### src/design/crtst_pkg.sv
// ----------------------------------------------------------------------------
// crtst_pkg
// Shared types and constants for the CRT controller sync timing block:
// bus function codes, register indexes, write masks and reset values.
// ----------------------------------------------------------------------------
package crtst_pkg;

  // Register file geometry
  localparam int unsigned NumRegs    = 18;
  localparam int unsigned NumWrRegs  = 16;
  localparam int unsigned RegIdxW    = 4;

  // Register indexes used by the counting chain and the read path
  localparam logic [RegIdxW-1:0] RegHTotal    = 4'd0;
  localparam logic [RegIdxW-1:0] RegHSyncPos  = 4'd2;
  localparam logic [RegIdxW-1:0] RegSyncWidth = 4'd3;
  localparam logic [RegIdxW-1:0] RegVTotal    = 4'd4;
  localparam logic [RegIdxW-1:0] RegVSyncPos  = 4'd7;
  localparam logic [RegIdxW-1:0] RegMaxLine   = 4'd9;
  localparam logic [RegIdxW-1:0] RegCursorHi  = 4'd14;
  localparam logic [RegIdxW-1:0] RegCursorLo  = 4'd15;

  // First readable register and first address beyond the file
  localparam logic [7:0] RegFirstRead = 8'd14;
  localparam logic [7:0] RegLimit     = 8'd18;

  // Bus function carried with each item
  typedef enum logic [2:0] {
    FUNC_TICK    = 3'd0,
    FUNC_WR_ADDR = 3'd1,
    FUNC_RD_ADDR = 3'd2,
    FUNC_WR_DATA = 3'd3,
    FUNC_RD_DATA = 3'd4
  } func_e;

  typedef logic [7:0] byte_t;

  // Per-register write masks, R0..R17
  localparam byte_t REG_MASK [NumRegs] = '{
    8'hff, 8'hff, 8'hff, 8'h0f, 8'h7f, 8'h1f, 8'h7f, 8'h7f, 8'h03,
    8'h1f, 8'h7f, 8'h1f, 8'h3f, 8'hff, 8'h3f, 8'hff, 8'h3f, 8'hff
  };

  // Reset values of the writable registers R0..R15
  localparam byte_t REG_RESET [NumWrRegs] = '{
    8'h3f, 8'h28, 8'h2e, 8'h0e, 8'h26, 8'h00, 8'h19, 8'h1e,
    8'h00, 8'h07, 8'h00, 8'h00, 8'h30, 8'h00, 8'h00, 8'h00
  };

endpackage

### src/design/crt_controller_sync_timing.sv
// ----------------------------------------------------------------------------
// crt_controller_sync_timing
// 6845-style register file and character/scanline/row counting chain with
// horizontal and vertical sync generation, one tick or bus access per item.
// ----------------------------------------------------------------------------
//
//  channel   dir  data                                        user / last
//  s_axis    in   tdata[7:0] bus_data                         tuser[2:0] func
//  m_axis    out  tdata[7:0] bus_out, [8] hsync_level,        tlast frame_end
//                 [9] vsync_level, [10] hsync_edge,
//                 [11] vsync_edge, [15:12] zero
//
//  One item per clock. The whole tick or access is evaluated in the cycle
//  the item is accepted; state updates at that edge and the result lands in
//  the output register, visible on m_axis in the following cycle.
//  The input side is ready whenever the output register is empty or is
//  being drained, so a stall on m_axis holds one result and back-pressures.
//  rst_ni clears counters, sync state and the address register and loads
//  the register file with its reset values.
// ----------------------------------------------------------------------------
module crt_controller_sync_timing
  import crtst_pkg::*;
(
  input  logic        clk_i,
  input  logic        rst_ni,
  // tdata: [7:0] bus_data
  input  logic [7:0]  s_axis_tdata,
  // tuser: [2:0] func
  input  logic [2:0]  s_axis_tuser,
  input  logic        s_axis_tvalid,
  output logic        s_axis_tready,
  // tdata: [7:0] bus_out, [8] hsync_level, [9] vsync_level,
  //        [10] hsync_edge, [11] vsync_edge, [15:12] zero
  output logic [15:0] m_axis_tdata,
  // tlast: frame_end
  output logic        m_axis_tlast,
  output logic        m_axis_tvalid,
  input  logic        m_axis_tready
);

  // State
  byte_t       sel_q, sel_d;
  byte_t       regs_q [NumWrRegs];
  byte_t       hcc_q, hcc_d;
  byte_t       slc_q, slc_d;
  byte_t       row_q, row_d;
  logic [3:0]  hsc_q, hsc_d;
  logic [3:0]  vsc_q, vsc_d;
  logic        hact_q, hact_d;
  logic        vact_q, vact_d;

  // Output register
  logic        out_vld_q;
  logic [15:0] out_data_q, out_data_d;
  logic        out_last_q, out_last_d;

  logic        in_acc;
  logic        reg_we;
  func_e       func;
  byte_t       bus;

  // Counting chain intermediates
  byte_t       hcc_inc, slc_inc, row_inc;
  logic [3:0]  hsc_inc, vsc_inc;
  logic        line_step, row_step, frame;
  byte_t       rd_val, result;

  assign func = func_e'(s_axis_tuser);
  assign bus  = s_axis_tdata;

  // Input taken whenever the output register can take the result
  assign s_axis_tready = !out_vld_q || m_axis_tready;
  assign in_acc        = s_axis_tvalid && s_axis_tready;

  // Tick: character -> scanline -> row, with sync width counters
  always_comb begin
    hcc_d     = hcc_q;
    slc_d     = slc_q;
    row_d     = row_q;
    hsc_d     = hsc_q;
    vsc_d     = vsc_q;
    hact_d    = hact_q;
    vact_d    = vact_q;
    line_step = 1'b0;
    row_step  = 1'b0;
    frame     = 1'b0;
    hcc_inc   = hcc_q + 8'd1;
    slc_inc   = slc_q + 8'd1;
    row_inc   = row_q + 8'd1;
    hsc_inc   = hsc_q + 4'd1;
    vsc_inc   = vsc_q + 4'd1;

    if (func == FUNC_TICK) begin
      // character counter
      line_step = (hcc_inc == byte_t'(regs_q[RegHTotal] + 8'd1));
      hcc_d     = line_step ? 8'd0 : hcc_inc;

      // hsync: width count while active, start at programmed position
      if (hact_q) begin
        if (hsc_inc == regs_q[RegSyncWidth][3:0]) begin
          hsc_d  = 4'd0;
          hact_d = 1'b0;
        end else begin
          hsc_d  = hsc_inc;
        end
      end else if (hcc_d == regs_q[RegHSyncPos]) begin
        hsc_d  = 4'd0;
        hact_d = 1'b1;
      end

      // scanline step and vsync
      if (line_step) begin
        row_step = (slc_inc == byte_t'(regs_q[RegMaxLine] + 8'd1));
        slc_d    = row_step ? 8'd0 : slc_inc;
        if (vact_q) begin
          if (vsc_inc == regs_q[RegSyncWidth][7:4]) begin
            vsc_d  = 4'd0;
            vact_d = 1'b0;
          end else begin
            vsc_d  = vsc_inc;
          end
        end else if (row_q == regs_q[RegVSyncPos]) begin
          vsc_d  = 4'd0;
          vact_d = 1'b1;
        end
      end

      // row step and frame end
      if (row_step) begin
        frame = (row_inc == byte_t'(regs_q[RegVTotal] + 8'd1));
        row_d = frame ? 8'd0 : row_inc;
      end
    end
  end

  // Read path: only R14..R17 answer; R16/R17 are never written and read 0
  always_comb begin
    if (sel_q >= RegLimit - 8'd2) begin
      rd_val = 8'd0;
    end else if (sel_q[0]) begin
      rd_val = regs_q[RegCursorLo] & REG_MASK[{1'b0, RegCursorLo}];
    end else begin
      rd_val = regs_q[RegCursorHi] & REG_MASK[{1'b0, RegCursorHi}];
    end
  end

  // Bus result and address register
  assign reg_we = (func == FUNC_WR_DATA) && (sel_q[7:RegIdxW] == '0);

  always_comb begin
    result = bus;
    sel_d  = sel_q;
    case (func)
      FUNC_WR_ADDR: sel_d = bus;
      FUNC_WR_DATA: begin
        if (reg_we) begin
          result = bus & REG_MASK[{1'b0, sel_q[RegIdxW-1:0]}];
        end
      end
      FUNC_RD_DATA: begin
        if (sel_q >= RegFirstRead && sel_q < RegLimit) begin
          result = rd_val;
        end
      end
      default: result = bus;
    endcase
  end

  assign out_data_d = {4'd0, (vact_d != vact_q), (hact_d != hact_q),
                       vact_d, hact_d, result};
  assign out_last_d = frame;

  // State registers
  always_ff @(posedge clk_i or negedge rst_ni) begin
    if (!rst_ni) begin
      sel_q  <= '0;
      hcc_q  <= '0;
      slc_q  <= '0;
      row_q  <= '0;
      hsc_q  <= '0;
      vsc_q  <= '0;
      hact_q <= 1'b0;
      vact_q <= 1'b0;
    end else if (in_acc) begin
      sel_q  <= sel_d;
      hcc_q  <= hcc_d;
      slc_q  <= slc_d;
      row_q  <= row_d;
      hsc_q  <= hsc_d;
      vsc_q  <= vsc_d;
      hact_q <= hact_d;
      vact_q <= vact_d;
    end
  end

  // Register file R0..R15, loaded with programmed defaults at reset
  always_ff @(posedge clk_i or negedge rst_ni) begin
    if (!rst_ni) begin
      for (int i = 0; i < NumWrRegs; i++) begin
        regs_q[i] <= REG_RESET[i];
      end
    end else if (in_acc && reg_we) begin
      regs_q[sel_q[RegIdxW-1:0]] <= bus & REG_MASK[{1'b0, sel_q[RegIdxW-1:0]}];
    end
  end

  // Output register valid
  always_ff @(posedge clk_i or negedge rst_ni) begin
    if (!rst_ni) begin
      out_vld_q <= 1'b0;
    end else if (in_acc) begin
      out_vld_q <= 1'b1;
    end else if (m_axis_tready) begin
      out_vld_q <= 1'b0;
    end
  end

  // Output payload
  always_ff @(posedge clk_i) begin
    if (in_acc) begin
      out_data_q <= out_data_d;
      out_last_q <= out_last_d;
    end
  end

  assign m_axis_tvalid = out_vld_q;
  assign m_axis_tdata  = out_data_q;
  assign m_axis_tlast  = out_last_q;

endmodule

### config.mk
export PLATFORM = sky130hd
export DESIGN_NAME = crt_controller_sync_timing
export DESIGN_NICKNAME = d
export VERILOG_FILES = /design/src/design/crtst_pkg.sv /design/src/design/crt_controller_sync_timing.sv
export SDC_FILE = /design/constraint.sdc
export NUM_CORES = 1
export LEC_CHECK = 0
export BUFFER_PORTS_ARGS = -buffer_cell sky130_fd_sc_hd__clkbuf_2
export CAP_MARGIN = 30
export CORE_AREA = 2 2 133 135
export DETAILED_ROUTE_END_ITERATION = 6
export DIE_AREA = 0 0 135 137
export GPL_TIMING_DRIVEN = 0
export PLACE_DENSITY = 0.61
export SKIP_LAST_GASP = 1
export SYNTH_ARGS = -nofsm -noshare
export SYNTH_HDL_FRONTEND = slang
export SYNTH_SLANG_ARGS = --single-unit
### constraint.sdc
create_clock -name clk_i -period 7.4 [get_ports clk_i]
set_input_delay 0.37 -clock clk_i [delete_from_list [all_inputs] [get_ports clk_i]]
set_output_delay 0.37 -clock clk_i [all_outputs]
set_load 0.02 [all_outputs]
Yosys cells after proc, flatten, opt, wreduce, memory -nomap -nowiden. Memory sizes are Yosys's and may differ from the RTL's. Cells that the tools add are included.

Reductions and logical operators: 19. Magnitude comparators: 6. Bitwise logic cells: 3. Multiplexer cells: 32. Equal/unequal tests: 12. Add/subtract/negate cells: 8.

Operators with widths (count): 128-bit bitwise mux (1); 8-bit 2-to-1 mux (10); 8-bit by 1-bit adder with 8-bit output (second input constant) (6); 8-bit == test (5); 8-bit demux with 4-bit select (1); 4-bit 2-to-1 mux (6); 8-bit case mux with 2 select lines (1); 1-bit 2-to-1 mux (13); 3-bit AND reduction (3); 4-bit by 1-bit adder with 4-bit output (second input constant) (2); 8-bit AND (1); 4-bit == test (2); 8-bit by 4-bit greater-or-equal comparator with 1-bit output (second input constant) (1); 8-bit by 5-bit greater-or-equal comparator with 1-bit output (second input constant) (1); 8-bit by 5-bit less-than comparator with 1-bit output (second input constant) (1); 6-bit greater-or-equal comparator (second input constant) (1); 4-bit NOT with 6-bit output (1); 2-bit AND reduction (3); 2-bit nonzero test (3); 5-bit greater-or-equal comparator (second input constant) (1); 1-bit logical AND (5); 5-bit by 1-bit less-than comparator with 1-bit output (second input constant) (1); 4-bit NOT with 5-bit output (1); 4-bit logical NOT (1); 8 further kinds (9).

Output and inout bits: 19. Memories: 1. Bits in read-only memories: 256. Flip-flop bits (word level): 184.

Memory list: (name not given) (depth 32, width 8, rd ports 1, clocked after Yosys merged registers in 0, wr ports 0, RTL line crt_controller_sync_timing.sv:203) `regs_q[sel_q[RegIdxW-1:0]] <= bus & REG_MASK[{1'b0, sel_q[RegIdxW-1:0]}];`.

Logic depth before layout (Yosys ltp).
Depth after elaboration: 8. Mapped depth: 9. Depth with buffers taken out: 8.

Worst setup path after synthesis. Ideal clock, no wire load.

Path type: reg-to-reg. Start point: reg regs_q[120] (netlist bit). End point: reg hcc_q[3]. Required time: 7.317 ns. Slack: 4.836 ns. Stages on the path, launching flop included: 10. Buffers on the path: 1. Arrival time: 2.481 ns. Cell sequence: dfstp_2 ha_1 inv_1 or3_4 a211o_1 and3b_4 and3_1 buf_6 or4_1 o21ai_0.

Longest elaborated chain between the ends: 3.

RTL lines: start, declared (RTL line crt_controller_sync_timing.sv:43) `byte_t regs_q [NumWrRegs];`; start signal, assigned by index (RTL line crt_controller_sync_timing.sv:200) `regs_q[i] <= REG_RESET[i];`; start signal, assigned by index (RTL line crt_controller_sync_timing.sv:203); 8-bit by 1-bit adder with 8-bit output (RTL line crt_controller_sync_timing.sv:95) `line_step = (hcc_inc == byte_t'(regs_q[RegHTotal] + 8'd1));`; 8-bit == test (RTL line crt_controller_sync_timing.sv:95); 8-bit 2-to-1 mux (RTL line crt_controller_sync_timing.sv:96) `hcc_d = line_step ? 8'd0 : hcc_inc;`; end signal, assigned (RTL line crt_controller_sync_timing.sv:177) `hcc_q <= '0;`; end signal, assigned (RTL line crt_controller_sync_timing.sv:186) `hcc_q <= hcc_d;`; end, declared (RTL line crt_controller_sync_timing.sv:44) `byte_t hcc_q, hcc_d;`.

No other way between the ends. A chain may end at the register's enable or synchronous reset.

Worst setup path after layout.
Start point: reg hcc_q[0]. End point: reg out_data_q[8] (netlist: m_axis_tdata[8]), data pin.

Longest elaborated chain between the ends: 7.

RTL lines: 8-bit by 1-bit adder with 8-bit output * (RTL line crt_controller_sync_timing.sv:87) `hcc_inc = hcc_q + 8'd1;`; 8-bit == test (RTL line crt_controller_sync_timing.sv:95); 8-bit 2-to-1 mux * (RTL line crt_controller_sync_timing.sv:96); 8-bit == test * (RTL line crt_controller_sync_timing.sv:106) `end else if (hcc_d == regs_q[RegHSyncPos]) begin`; 1-bit 2-to-1 mux * (RTL line crt_controller_sync_timing.sv:106); 1-bit 2-to-1 mux * (RTL line crt_controller_sync_timing.sv:99) `if (hact_q) begin`; 1-bit 2-to-1 mux * (RTL line crt_controller_sync_timing.sv:93) `if (func == FUNC_TICK) begin`; via hact_d (RTL line crt_controller_sync_timing.sv:49) `logic hact_q, hact_d;`; end signal, assigned (RTL line crt_controller_sync_timing.sv:221) `out_data_q <= out_data_d;`; end, declared (RTL line crt_controller_sync_timing.sv:54) `logic [15:0] out_data_q, out_data_d;`.

The timed path passes the listed nets; every way through them passes the cells marked *.

==> metrics.yaml <==
ant_nets: 0
layout_min_cycle_time_ps: 3140
power_frac_seq: 0.406
finalSetupViolCount: 0
power.switching_uw: 549
multi_input_area_um2: 3470
worst_slew_pin_slew_ps: 917
synth_edf_count: 13
ys_warn_count: 0
cts_resized: 0
place.gp.congestion: 0.857
period_share: 0.424
htreeDepth: 4
fp.dieW_um: 135
crit_path_end_kind: "flip-flop"
fillCellCount: 1601
clock_latency_ps: 420
layout.nets: 694
cp.buffers_inverters: 0
r2r_cells: 8
cts_tree: "yes"
final_layout_size_suffix_gt1_frac: 0.243
drc: 0
avgSynthCellArea_um2: 10.7
dr.pass1.iters: 5
diodes: 0
max_freq_ghz: 0.319
cap_violations: 0
skew_ps: 9.26
crit_type: "flip-flop to flip-flop"
port_buffers: 27
outcome: "finished, final reports clean"
ys_async_sr_fraction: 0.890
relSlewSlack: 0.384
min_path_type: "input pin to async pin"
rr_endpoint: "m_axis_tdata[8]"
clockPowerShare: 0.418
die-area_um2: 18500
dp_hpwl_um: 10700
core_um2: 17100
cts.sinks: 118
cp_cell_sequence: "ha_1 -> nand3_1 -> xor2_1 -> xnor2_1 -> nor4b_4 -> nand3_1 -> mux2i_2 -> o31ai_1"
post_cts_buffers: 0
synth_common_cells: "dfrtp_1 (82), mux2_2 (56), o21ai_0 (50)"
start_util: 0.392
p_sw_frac: 0.291
path_common_cell: "nand3_1"
crit_slowest_cell: "dfrtp_1"
ys_seq_elements: 118
syn_area_um2: 6680
hold_violations: 0
p_comb_frac: 0.177
crit_start: "hcc_q[0]"
grt_pass1_wl_um: 26000
p_int_mw: 1.34
regToRegSetupSlack_ps: 4260
rr_startpoint: "hcc_q[0]"
antenna_found_initial: 0
slew_violations: 0
setup_tns_ps: 0
critPathLaunchType: "flip-flop"
grt_setup_unrepaired: "false"
grt_max_degree: 106
path_clk_slew_ps: 60
numCtsBuffers: 17
ys_types: 70
cts_root_buf: "clkbuf_16"
yosysTopAreaCell: "dfrtp_1"
die_y_um: 137
track_usage: 0.181
crit_path_max_fanout: 7
overflow: 0
io_pins: 34
cp_data_required_time_ps: 7550
wire_per_inst_um: 17.2
wl_um: 15600
power_density_nw_per_um2: 246
synthTopCellsByArea: "dfrtp_1 (31%), mux2_2 (9.4%), dfstp_2 (9.0%)"
power.leakage_nw: 3.26
yosysMostFrequentCell: "dfrtp_1"
syn2layout_area_growth_pct: 15.1
synthFlopType: "dfrtp_1"
layout.area.seq_um2: 3050
yosysSeqAreaShare: 0.456
peakVddDrop_mv: 0.183
vias: 4993
vias_per_cell: 5.49
cp_num_cells: 8
design_power_total_mw: 1.89
drt_iter0_markers: 321
cts_hold_buf: 0
yosysTopAreaCellShare: 0.307
crit_family: "simple AND/OR/NAND/NOR gates"
syn_inst: 622
clock_path_buffers: 2
grt_pass1_vias: 5089
rows: 48
cp_data_arrival_time_ps: 3290
max_stage_delay_ps: 530
==> power by group through the flow <==
stage	logic (mW)	clock network [mW]	registers [mW]
after floorplan	0.244	0	0.768
after global routing	0.370	0.833	0.773
final	0.334	0.789	0.766
after global placement	0.323	0	0.773
after CTS	0.334	0.806	0.764
after detailed placement	0.332	0	0.775
==> cell families (layout without fill, tap and decap cells) <==
kind of cell / Yosys count / in the layout / share of synthesized area
adders and majority gates: 8 / 8 / 0.0150
buffers and inverters: 36 / 95 / 0.0257
DFF: 118 / 118 / 0.456
other: 1 / 4 / 0.000561
AOI/OAI and AO/OA: 121 / 121 / 0.114
muxes: 67 / 67 / 0.111
xor gates and xnor gates: 69 / 69 / 0.104
and+or+nand+nor: 202 / 202 / 0.173
==> per-layer routing <==
| metal | track usage | up-vias | routed length, um |
|---|---|---|---|
| met4 | 0.0822 | 0 | 465 |
| met5 | 0 | - | 0 |
| met1 | 0.233 | 2476 | 7130 |
| met3 | 0.0367 | 33 | 680 |
| met2 | 0.296 | 118 | 7380 |
| li1 | - | 2366 | - |
==> flip-flops by register name (all words and copies together) (netlist names) <==
register and cells:
regs_q 62, m_axis_tvalid 1, hact_q 1, m_axis_tdata 12, vsc_q 4, hsc_q 4, vact_q 1, sel_q 8
row_q 8, m_axis_tlast 1, slc_q 8, hcc_q 8
==> cells in the final DEF (no fill, tap or decap), types with 10 or more instances in the layout <==
cell type and instances:
edfxtp_1 13, clkbuf_1 13, clkbuf_16 17, o31ai_1 10, dfrtp_1 82, nor2b_1 12, inv_1 14, nand2_1 41
dfstp_2 23, clkbuf_2 26, nand3_1 33, xnor2_1 44, mux2i_1 10, o21ai_0 50, mux2_2 56, xor2_1 18
a21oi_1 18, and3_1 15, nor2_1 30
==> worst reg2reg max path: cells and delay by family (launching register included) <==
kind	cells	cell delay (ps)
AO/OA/AOI/OAI	1	140
XOR/XNOR	2	560
adder cells (fa/ha/maj)	1	310
flip-flops	1	530
multiplexers	1	510
AND/OR/NAND/NOR	3	830
==> cell type report <==
cell class	instances	share of cell area
flip-flops and latches	118	0.396
clock buffers	21	0.0612
plain buffers	22	0.0155
well taps	225	0.0366
inverters	14	0.00684
multi-input cells	471	0.452
repair buffers	27	0.0187
clock inverters	11	0.0130
==> through the flow <==
| step | worst slack [ps] | cell area (um^2) | utilization | hold slack, ps | cells |
|---|---|---|---|---|---|
| 2_1_floorplan | 4840 | 6690 | - | 74.4 | 625 |
| 3_3_place_gp | 4390 | 7110 | 0.417 | 488 | 877 |
| 3_5_place_dp | 4330 | 7120 | 0.417 | 497 | 877 |
| 4_1_cts | 4310 | 7690 | 0.451 | 96.4 | 909 |
| 5_1_grt | 4070 | 7690 | 0.451 | 139 | 909 |
| 6_report | 4260 | 7690 | 0.451 | 26.9 | 909 |
==> worst max path at each step <==
stage / endpoint / slack, ps
6_report: m_axis_tdata[8] / 4260
5_1_grt: m_axis_tdata[10] / 4070
4_1_cts: m_axis_tdata[8] / 4310
3_5_place_dp: m_axis_tdata[8] / 4330
3_3_place_gp: m_axis_tdata[8] / 4390
2_1_floorplan: hcc_q[3] / 4840
Power figures use the tool's default switching activity.
